$ cat src/rtl/jcce_pkg.sv
// ----------------------------------------------------------------------------
// JTAG cable command engine package
// Result codes and the result bundle that one host item produces.
// ----------------------------------------------------------------------------
`default_nettype none

package jcce_pkg;

  localparam logic       OP_BYTE  = 1'b0;
  localparam logic       OP_FLUSH = 1'b1;

  localparam logic [1:0] KIND_PIN   = 2'd0;
  localparam logic [1:0] KIND_SHIFT = 2'd1;
  localparam logic [1:0] KIND_PKT   = 2'd2;
  localparam logic [1:0] KIND_FLUSH = 2'd3;

  localparam logic [7:0] HDR0 = 8'h31;
  localparam logic [7:0] HDR1 = 8'h60;

  // Leading result of an item: pin update, shift byte or flush close
  typedef struct packed {
    logic [1:0] kind;
    logic [7:0] shift_out;
    logic       sample_serial;
    logic [6:0] flush_count;
  } main_res_t;

  // Readback packet byte
  typedef struct packed {
    logic [7:0] data;
    logic       last;
  } pkt_res_t;

  // Everything one item produces; cnt counts the leading result plus packet bytes
  typedef struct packed {
    logic [5:0]          pins;
    main_res_t           main;
    pkt_res_t [2:0]      pkt;
    logic [2:0]          cnt;
  } bundle_t;

endpackage

`default_nettype wire

$ cat src/rtl/jcce_ctrl.sv
// ----------------------------------------------------------------------------
// JTAG cable command engine: command decode and protocol state
// Decodes one host item against the pin, shift and packet state and builds
// the bundle of results it causes.
// ----------------------------------------------------------------------------
`default_nettype none

module jcce_ctrl #(
  parameter int PACKET_BYTES = 64
) (
  input  wire logic            clk,
  input  wire logic            rst_n,
  input  wire logic            accept,
  input  wire logic            opcode,
  input  wire logic [7:0]      host_byte,
  input  wire logic [7:0]      response_bits,
  input  wire logic            tdo_level,
  input  wire logic            data_out_level,
  output jcce_pkg::bundle_t    bundle
);
  import jcce_pkg::*;

  localparam int FILL_W = $clog2(PACKET_BYTES);
  localparam int CW     = FILL_W + 1;

  logic [5:0]        pins_r, pins_nxt;
  logic [5:0]        rem_r, rem_nxt;
  logic              serial_r, serial_nxt;
  logic              rb_r, rb_nxt;
  logic [FILL_W-1:0] fill_r, fill_nxt;

  logic              push;
  logic [7:0]        push_data;
  logic              hdr;
  logic [CW-1:0]     base;
  logic [CW-1:0]     inc;
  logic              pkt_last;
  logic [FILL_W+6:0] fill_ext;

  assign hdr      = (fill_r < FILL_W'(2));
  assign base     = hdr ? CW'(2) : {1'b0, fill_r};
  assign inc      = base + CW'(1);
  assign pkt_last = (inc == CW'(PACKET_BYTES));
  assign fill_ext = {7'd0, fill_r};

  always_comb begin
    pins_nxt   = pins_r;
    rem_nxt    = rem_r;
    serial_nxt = serial_r;
    rb_nxt     = rb_r;
    fill_nxt   = fill_r;
    push       = 1'b0;
    push_data  = response_bits;
    bundle     = '0;

    if (opcode == OP_FLUSH) begin
      if (fill_r != '0) begin
        bundle.main.kind        = KIND_FLUSH;
        bundle.main.flush_count = fill_ext[6:0];
        bundle.cnt              = 3'd1;
        fill_nxt                = '0;
      end
    end else if (rem_r != '0) begin
      // byte shift done: TCK low, TDI left at bit 7
      pins_nxt              = {pins_r[5], host_byte[7], pins_r[3:1], 1'b0};
      bundle.main.kind      = KIND_SHIFT;
      bundle.main.shift_out = host_byte;
      bundle.main.sample_serial = serial_r;
      bundle.cnt            = 3'd1;
      push                  = rb_r;
      push_data             = response_bits;
      rem_nxt               = rem_r - 6'd1;
    end else begin
      rb_nxt = host_byte[6];
      if (host_byte[7]) begin
        rem_nxt    = host_byte[5:0];
        serial_nxt = ~pins_r[3];
      end else begin
        pins_nxt         = host_byte[5:0];
        bundle.main.kind = KIND_PIN;
        bundle.cnt       = 3'd1;
        push             = host_byte[6];
        push_data        = {6'd0, data_out_level, tdo_level};
      end
    end

    if (push) begin
      if (hdr) begin
        bundle.pkt[0] = '{data: HDR0, last: 1'b0};
        bundle.pkt[1] = '{data: HDR1, last: 1'b0};
        bundle.pkt[2] = '{data: push_data, last: pkt_last};
        bundle.cnt    = 3'd4;
      end else begin
        bundle.pkt[0] = '{data: push_data, last: pkt_last};
        bundle.cnt    = 3'd2;
      end
      fill_nxt = pkt_last ? '0 : inc[FILL_W-1:0];
    end

    bundle.pins = pins_nxt;
  end

  always_ff @(posedge clk) begin
    if (!rst_n) begin
      pins_r   <= '0;
      rem_r    <= '0;
      serial_r <= 1'b0;
      rb_r     <= 1'b0;
      fill_r   <= '0;
    end else if (accept) begin
      pins_r   <= pins_nxt;
      rem_r    <= rem_nxt;
      serial_r <= serial_nxt;
      rb_r     <= rb_nxt;
      fill_r   <= fill_nxt;
    end
  end

endmodule

`default_nettype wire

$ cat src/rtl/jcce_drain.sv
// ----------------------------------------------------------------------------
// JTAG cable command engine: result register and sequencer
// Holds the bundle of one item and hands its results out one per cycle while out_ready is high.
// ----------------------------------------------------------------------------
`default_nettype none

module jcce_drain (
  input  wire logic              clk,
  input  wire logic              rst_n,
  input  wire logic              in_valid,
  input  wire jcce_pkg::bundle_t bundle,
  output logic                   in_ready,
  input  wire logic              out_ready,
  output logic                   out_valid,
  output logic [1:0]             out_kind,
  output logic                   out_pin_tck,
  output logic                   out_pin_tms,
  output logic                   out_pin_nce,
  output logic                   out_pin_ncs,
  output logic                   out_pin_tdi,
  output logic                   out_pin_oe,
  output logic [7:0]             out_shift_out,
  output logic                   out_sample_serial,
  output logic [7:0]             out_packet_byte,
  output logic                   out_packet_last,
  output logic [6:0]             out_flush_count
);
  import jcce_pkg::*;

  bundle_t    bund_r;
  logic       busy_r;
  logic [1:0] idx_r;
  logic [1:0] last_idx;
  logic       at_last;
  logic       out_fire;
  logic       load;
  pkt_res_t   cur_pkt;

  assign last_idx = 2'(bund_r.cnt - 3'd1);
  assign at_last  = (idx_r == last_idx);
  assign out_fire = busy_r && out_ready;
  assign in_ready = !busy_r || (out_ready && at_last);
  assign load     = in_valid && in_ready && (bundle.cnt != 3'd0);

  always_ff @(posedge clk) begin
    if (!rst_n) begin
      busy_r <= 1'b0;
      idx_r  <= 2'd0;
    end else if (load) begin
      busy_r <= 1'b1;
      idx_r  <= 2'd0;
    end else if (out_fire) begin
      if (at_last) begin
        busy_r <= 1'b0;
      end else begin
        idx_r <= idx_r + 2'd1;
      end
    end
  end

  always_ff @(posedge clk) begin
    if (load) begin
      bund_r <= bundle;
    end
  end

  always_comb begin
    unique case (idx_r)
      2'd1:    cur_pkt = bund_r.pkt[0];
      2'd2:    cur_pkt = bund_r.pkt[1];
      2'd3:    cur_pkt = bund_r.pkt[2];
      default: cur_pkt = '0;
    endcase
  end

  assign out_valid   = busy_r;
  assign out_pin_tck = bund_r.pins[0];
  assign out_pin_tms = bund_r.pins[1];
  assign out_pin_nce = bund_r.pins[2];
  assign out_pin_ncs = bund_r.pins[3];
  assign out_pin_tdi = bund_r.pins[4];
  assign out_pin_oe  = bund_r.pins[5];

  always_comb begin
    if (idx_r == 2'd0) begin
      out_kind          = bund_r.main.kind;
      out_shift_out     = bund_r.main.shift_out;
      out_sample_serial = bund_r.main.sample_serial;
      out_flush_count   = bund_r.main.flush_count;
      out_packet_byte   = 8'd0;
      out_packet_last   = 1'b0;
    end else begin
      out_kind          = KIND_PKT;
      out_shift_out     = 8'd0;
      out_sample_serial = 1'b0;
      out_flush_count   = 7'd0;
      out_packet_byte   = cur_pkt.data;
      out_packet_last   = cur_pkt.last;
    end
  end

endmodule

`default_nettype wire

$ cat src/rtl/jtag_cable_command_engine.sv
// ----------------------------------------------------------------------------
// JTAG cable command engine
// Byte-command engine for a JTAG cable: bit-bang pin writes, byte shifts
// and readback packets with a two-byte header.
// ----------------------------------------------------------------------------
//
//   channel  handshake             payload
//   in       in_valid / in_ready   opcode, host_byte, response_bits, levels
//   out      out_valid / out_ready kind, pin levels, shift/packet/flush data
//
// An item is decoded in the cycle it is accepted; its 0 to 4 results leave
// from the result register one per cycle while out_ready is high.
// The next item is taken in the cycle the last result of the previous one
// is taken, set by the single result port.
// Synchronous active-low reset clears pins, shift count and packet fill.
// A stall on out_ready holds the current result and blocks new items.
// ----------------------------------------------------------------------------
`default_nettype none

module jtag_cable_command_engine #(
  parameter int PACKET_BYTES = 64
) (
  input  wire logic       clk,
  input  wire logic       rst_n,
  input  wire logic       in_valid,
  output logic            in_ready,
  input  wire logic       in_opcode,
  input  wire logic [7:0] in_host_byte,
  input  wire logic [7:0] in_response_bits,
  input  wire logic       in_tdo_level,
  input  wire logic       in_data_out_level,
  output logic            out_valid,
  input  wire logic       out_ready,
  output logic [1:0]      out_kind,
  output logic            out_pin_tck,
  output logic            out_pin_tms,
  output logic            out_pin_nce,
  output logic            out_pin_ncs,
  output logic            out_pin_tdi,
  output logic            out_pin_oe,
  output logic [7:0]      out_shift_out,
  output logic            out_sample_serial,
  output logic [7:0]      out_packet_byte,
  output logic            out_packet_last,
  output logic [6:0]      out_flush_count
);
  import jcce_pkg::*;

  bundle_t bundle;
  logic    accept;

  assign accept = in_valid && in_ready;

  jcce_ctrl #(
    .PACKET_BYTES (PACKET_BYTES)
  ) u_ctrl (
    .clk            (clk),
    .rst_n          (rst_n),
    .accept         (accept),
    .opcode         (in_opcode),
    .host_byte      (in_host_byte),
    .response_bits  (in_response_bits),
    .tdo_level      (in_tdo_level),
    .data_out_level (in_data_out_level),
    .bundle         (bundle)
  );

  jcce_drain u_drain (
    .clk               (clk),
    .rst_n             (rst_n),
    .in_valid          (in_valid),
    .bundle            (bundle),
    .in_ready          (in_ready),
    .out_ready         (out_ready),
    .out_valid         (out_valid),
    .out_kind          (out_kind),
    .out_pin_tck       (out_pin_tck),
    .out_pin_tms       (out_pin_tms),
    .out_pin_nce       (out_pin_nce),
    .out_pin_ncs       (out_pin_ncs),
    .out_pin_tdi       (out_pin_tdi),
    .out_pin_oe        (out_pin_oe),
    .out_shift_out     (out_shift_out),
    .out_sample_serial (out_sample_serial),
    .out_packet_byte   (out_packet_byte),
    .out_packet_last   (out_packet_last),
    .out_flush_count   (out_flush_count)
  );

endmodule

`default_nettype wire

$ cat config.mk
export PLATFORM = sky130hd
export DESIGN_NAME = jtag_cable_command_engine
export DESIGN_NICKNAME = d
export VERILOG_FILES = /design/src/rtl/jcce_pkg.sv /design/src/rtl/jcce_ctrl.sv /design/src/rtl/jcce_drain.sv /design/src/rtl/jtag_cable_command_engine.sv
export SDC_FILE = /design/constraint.sdc
export NUM_CORES = 1
export LEC_CHECK = 0
export BUFFER_PORTS_ARGS = -buffer_cell sky130_fd_sc_hd__buf_4
export CAP_MARGIN = 10
export CORE_AREA = 2 2 72 109
export DETAILED_ROUTE_END_ITERATION = 12
export DIE_AREA = 0 0 74 111
export HOLD_SLACK_MARGIN = 0.03
export MAX_ROUTING_LAYER = met4
export PLACE_DENSITY = 0.73
export REMOVE_ABC_BUFFERS = 1
export SETUP_SLACK_MARGIN = 0.05
export SLEW_MARGIN = 20
export SYNTH_ARGS = -nofsm -noshare
export SYNTH_HDL_FRONTEND = slang
export SYNTH_SLANG_ARGS = --single-unit
$ cat constraint.sdc
create_clock -name clk -period 7.4 [get_ports clk]
set_input_delay 1.11 -clock clk [delete_from_list [all_inputs] [get_ports clk]]
set_output_delay 1.11 -clock clk [all_outputs]
set_load 0.005 [all_outputs]
==> results of run 1 <==
## worst register-to-register path, delay by kind of cell, from the launching register on
kind | cells | cell delay (ps)
flops | 1 | 370
simple gates | 2 | 890
mux | 1 | 470
xor+xnor | 1 | 280
buf+inv | 2 | 550
## layout make-up
| cell class | count | area [µm²] |
|---|---|---|
| Sequential cell | 67 | 1782 |
| Multi-Input combinational cell | 226 | 1431 |
| Fill cell | 665 | 3293 |
| Clock buffer | 10 | 229.0 |
| Inverter | 12 | 45.04 |
| Tap cell | 102 | 127.6 |
| Timing Repair Buffer | 57 | 427.9 |
| Clock inverter | 6 | 32.53 |
## kinds of logic (layout without fill, tap and decap cells)
group / after synthesis / after routing / share of synthesized area (%)
other: 1 / 2 / 0.1128
XOR/XNOR: 2 / 2 / 0.5270
multiplexers: 17 / 17 / 5.382
adder cells (fa/ha/maj): 7 / 7 / 2.634
flip-flops: 67 / 67 / 53.59
buffers and inverters: 27 / 85 / 3.463
AND/OR/NAND/NOR: 142 / 142 / 22.58
AO/OA/AOI/OAI: 56 / 56 / 11.71
## per-layer routing
metal | share of wire [%] | global-route usage (%)
met1 | 40 | 21.70
met2 | 54 | 33.45
met3 | 3.0 | 4.000
met4 | 2.3 | 8.485
met5 | 0 | -
## state kept, by name (all words and copies together), names as in the netlist
signal	count
u_drain.out_pin_nce	1
u_ctrl.fill_r	6
u_drain.out_pin_oe	1
u_drain.out_valid	1
u_drain.out_pin_tdi	1
u_ctrl.pins_r	6
u_drain.out_pin_ncs	1
u_drain.out_pin_tck	1
u_drain.bund_r	38
u_drain.idx_r	2
u_drain.out_pin_tms	1
u_ctrl.serial_r	1
u_ctrl.rb_r	1
u_ctrl.rem_r	6
## power groups by stage
stage	clock network [µW]	logic, µW	registers (µW)
finish	371	167	451
global route	394	184	454
CTS	378	167	451
detailed placement	0	166	459
global placement	0	162	457
floorplan	0	99.9	455
## final timing paths
path / endpoint / start / slack (ps) / cells past startpoint
max: u_drain.bund_r[29]$_SDFFCE_PN0P_ / out_ready / 4230 / 7
min: u_ctrl.pins_r[2]$_SDFFE_PN0P_ / u_ctrl.pins_r[2]$_SDFFE_PN0P_ / 460 / 2
max reg2reg: u_drain.bund_r[29]$_SDFFCE_PN0P_ / u_drain.bund_r[1]$_DFFE_PP_ / 4450 / 6
min reg2reg: u_ctrl.pins_r[2]$_SDFFE_PN0P_ / u_ctrl.pins_r[2]$_SDFFE_PN0P_ / 460 / 2
## synthesized netlist by cell type, types with 3 or more instances
cell type	number	area share, %
nor3_1	8	1.2
nor2_1	28	3.2
buf_1	3	0.34
clkbuf_1	8	0.90
edfxtp_1	44	40
mux2_2	7	2.4
nand2_1	25	2.8
and2_1	25	4.7
nor2b_1	3	0.56
dfxtp_1	23	14
and3_1	17	3.2
or3_1	9	1.7
nand3_1	9	1.4
a22oi_1	7	1.6
o21ai_0	12	1.8
nand2b_1	4	0.75
mux2i_1	10	3.0
inv_1	9	1.0
o221ai_1	5	1.3
ha_1	7	2.6
a21oi_1	12	1.8
## per-stage QoR
stage	utilization, %	power (µW)	hold slack (ps)	area, µm²
CTS	55.31	996.3	462.2	4075
global route	55.31	1032	482.4	4075
global placement	51.76	619.2	442.5	3814
finish	55.31	988.8	461.2	4075
floorplan	-	554.8	434.5	3258
detailed placement	51.76	625.0	453.6	3814
==> flow_summary.yaml, run 1 <==
status:
  status: "finished, final reports clean"
worst_hold_path:
  hold_path.class: "register to register"
power:
  irDropWorstVdd_uv: 148.8
  power_density_nw_per_um2: 242.7
  clock_power_share_pct: 37.5
  switchingPower_uw: 259.5
  pwr-share-seq_pct: 45.6
  combPwrFrac_pct: 16.9
  intPower_uw: 729.4
  p_leak_uw: 0.001679
  netSwitchingFraction_pct: 26.24
routing:
  firstDrtPassIters: 4
  viasPerCell: 5.265
  wl_per_cell_um: 15.33
  drt_iter0_drc: 224
  via_count: 2527
  finalWirelength_um: 7360
  drc: 0
  antenna_left: 0
grt:
  gr-total-overflow: 0
  grt_first_pass_wirelength_um: 11940
  grt_use_total_pct: 19.69
  antenna_found_initial: 0
  grt_max_degree: 45
  grt_pass1_vias: 2491
worst_setup_path:
  cp_max_fo: 44
  crit_required_ps: 7360
  cp_cell_sequence: "buf_4 > nand4b_1 > mux2i_1 > or2_0 > nand2b_1 > inv_1 > buf_4"
  cp_slowest_cell: "or2_0"
  crit_buf_inv: 3
  worstPathArrival_ps: 3140
  cp_common_cell: "buf_4"
  end_kind: "register"
  cpPeakStageDelay_ps: 740
  crit_path_start_kind: "primary input"
  critPathTopFamily: "simple AND/OR/NAND/NOR gates"
  worstSetupPathType: "primary input to register"
timing:
  rsz0062_at_grt: "no"
  finalHoldViolations: 0
  slew_violations: 0
  slew_headroom_pct: 41.72
  skew_ps: 5.697
  min_period_ps: 3173
  max_slew.worst_pin.slew_ps: 874.2
  clock.fmax_mhz: 315.1
  period_share_pct: 42.88
  fin_ws_ps: 4227
  tns_ps: 0
  setup_viol_count_final: 0
clock_network:
  cts_root_buf: "clkbuf_16"
  cts_resized: 0
  clockBufferDepth: 2
  clock_sinks: 67
  clk_latency_ps: 330
  postCtsHoldBufs: 0
  numCtsBuffers: 9
  cts_tree: "done"
  htreeDepth: 3
  post_cts.repair.setup_buffers: 0
  path_clk_slew_ps: 50
floorplan:
  io_pins: 58
  die_area_um2: 8214
  rows: 39
  coreArea_um2: 7368
  initial_utilization_pct: 45.12
  die_w_um: 74
  die_h_um: 111
layout:
  syn_to_final_growth_pct: 22.58
  stdcell_count: 480
  drive_above_1_share_pct: 23.28
  mostFrequentLayoutCell: "buf_4"
  final_nets: 403
  final_cell_mix: "57 x buf_4, 44 x edfxtp_1, 28 x nor2_1"
  antennaDiodeCount: 0
place:
  dp_hpwl_um: 5339
  port_buffers: 56
  dp_slack_ps: 3908
  place_congestion: 0.8230
  dp_cells: 464
yosys:
  synthCells: 319
  avgSynthCellArea_um2: 10.42
  synth.distinct_cells: 54
  ys_ff_latch: 67
  synthArstFlopShare_pct: 0
  synth_edf_count: 44
  synth_warnings: 0
  syn-cell-area_um2: 3324
  yosysSeqAreaShare_pct: 53.59
  synth_top_flop_cell: "edfxtp_1"
flow_run:
  drv_cap: 0
No activity file was read; power rests on OpenSTA's default activity.
==> run 2: changes to the inputs <==
clock period = 3.3 ns   (was 7.4 ns; I/O delays follow)
==> run 2 against run 1 <==
Compared with the run above: power increased by 140%; sequential share of layout area decreased by 0.95 points; combinational power increased by 130%; non-clock buffer count increased by 1; final area increased by 2.2%; count of clock-buffer cells in the layout increased by 1; critical endpoint is now out_packet_byte[2]; register-to-register slack got worse by 3600 ps; global-route usage increased by 0.31 points; highest routed layer unchanged; final cell count increased by 0.21%; sequential cell count unchanged.
==> flow_summary.yaml, run 2 (synthesis gave the netlist of run 1 again) <==
floorplan:
  die_w_um: 74
  io_pins: 58
  die_h_um: 111
  coreArea_um2: 7368
  die_area_um2: 8214
  rows: 39
  initial_utilization_pct: 45.12
timing:
  finalHoldViolations: 0
  skew_ps: 5.935
  rsz0062_at_grt: "no"
  setup_viol_count_final: 0
  min_period_ps: 2542
  tns_ps: 0
  period_share_pct: 77.03
  max_slew.worst_pin.slew_ps: 593.3
  slew_violations: 0
  clock.fmax_mhz: 393.4
  slew_headroom_pct: 60.30
worst_hold_path:
  worst_hold_path.num_cells: 3
  hold_path.class: "primary input to register"
  min_from: "in_host_byte[6]"
  holdPathEnd: "u_ctrl.rb_r$_SDFFE_PN0P_"
layout:
  largest_register: "u_drain.bund_r"
  antennaDiodeCount: 0
  drive_above_1_share_pct: 24.01
  final_nets: 404
  syn_to_final_growth_pct: 25.29
  final_cell_mix: "57 x buf_4, 44 x edfxtp_1, 28 x nor2_1"
  final_util_pct: 56.53
  largest_reg_flops: 38
  mostFrequentLayoutCell: "buf_4"
routing:
  finalWirelength_um: 7302
  via_count: 2585
  wl_per_cell_um: 15.18
  firstDrtPassIters: 4
  drc: 0
  antenna_left: 0
  viasPerCell: 5.374
  drt_iter0_drc: 185
grt:
  gr-total-overflow: 0
  grt_first_pass_wirelength_um: 12130
  grt_use_total_pct: 20.00
  antenna_found_initial: 0
  grt_max_degree: 32
  grt_pass1_vias: 2585
place:
  dp_hpwl_um: 5302
  port_buffers: 56
  place_congestion: 0.8016
worst_setup_path:
  reg2reg_from: "u_drain.bund_r[1]$_DFFE_PP_"
  crit_required_ps: 2800
  rrSetupSlack_ps: 840
  end_kind: "output pin"
  crit_path_start_kind: "register"
  cp_max_fo: 18
  rr_worst_depth: 6
  worstSetupPathType: "register to output pin"
  worstPathArrival_ps: 2050
  rr_endpoint: "u_drain.out_pin_oe$_DFFE_PP_"
clock_network:
  cts_root_buf: "clkbuf_16"
  cts_tree: "done"
  htreeDepth: 3
  postCtsHoldBufs: 0
  clockBufferDepth: 2
  clk_latency_ps: 340
  path_clk_slew_ps: 60
  clock_sinks: 67
  numCtsBuffers: 9
  cts_resized: 0
  post_cts.repair.setup_buffers: 0
power:
  power_density_nw_per_um2: 578.9
  p_leak_uw: 0.001715
  irDropWorstVdd_uv: 271.9
status:
  status: "finished, final reports clean"
flow_run:
  drv_cap: 0
run 2: worst max path at each step:
stage / startpoint / end / slack (ps) / depth (start not counted)
final: u_drain.idx_r[0]$_SDFFE_PP0P_ / out_packet_byte[2] / 760 / 5
after global routing: u_drain.idx_r[0]$_SDFFE_PP0P_ / out_packet_byte[2] / 610 / 5
after CTS: u_drain.idx_r[0]$_SDFFE_PP0P_ / out_packet_byte[2] / 710 / 5
after detailed placement: u_drain.bund_r[1]$_DFFE_PP_ / u_drain.bund_r[7]$_SDFFCE_PN0P_ / 910 / 6
after global placement: u_drain.bund_r[1]$_DFFE_PP_ / u_drain.out_pin_nce$_DFFE_PP_ / 1000 / 6
after floorplan: u_drain.bund_r[1]$_DFFE_PP_ / u_drain.bund_r[0]$_DFFE_PP_ / 450 / 5
run 2: cell type report:
type,count,area [µm²]
Sequential cell,67,1782
Tap cell,102,127.6
Fill cell,634,3203
Multi-Input combinational cell,226,1431
Clock buffer,11,275.3
Inverter,12,45.04
Timing Repair Buffer,58,447.9
Clock inverter,5,56.30
run 2: per-stage QoR:
stage / setup WS, ps / cell area (µm²) / cells / power, µW / hold slack, ps
4_1_cts: 714.8 / 4165 / 481 / 2418 / 437.3
3_3_place_gp: 999.7 / 3834 / 465 / 1394 / 443.7
2_1_floorplan: 445.7 / 3258 / 305 / 1244 / 434.5
5_1_grt: 610.7 / 4165 / 481 / 2501 / 453.3
3_5_place_dp: 905.9 / 3834 / 465 / 1404 / 458.7
6_report: 757.9 / 4165 / 481 / 2411 / 444.4
run 2: routing by layer:
| layer | part of all wire [%] | GRT usage [%] | vias up |
|---|---|---|---|
| met5 | 0 | - | - |
| met2 | 55 | 34.29 | 70 |
| li1 | - | - | 1274 |
| met4 | 2.7 | 11.27 | 0 |
| met1 | 39 | 20.54 | 1223 |
| met3 | 3.7 | 3.909 | 18 |
run 2: worst max-delay path, cell delays in order, from the launching register on:
cell and delay [ps]:
dfxtp_1 430, inv_1 150, ha_1 410, or2_2 440, nor2_1 160, buf_4 120
run 2: power breakdown:
group | total (µW) | switching [µW] | leakage (µW) | internal [µW]
registers | 1010 | 30.0 | 0.000610 | 980
logic | 381 | 220 | 0.000944 | 161
clock network | 1020 | 347 | 0.000162 | 674
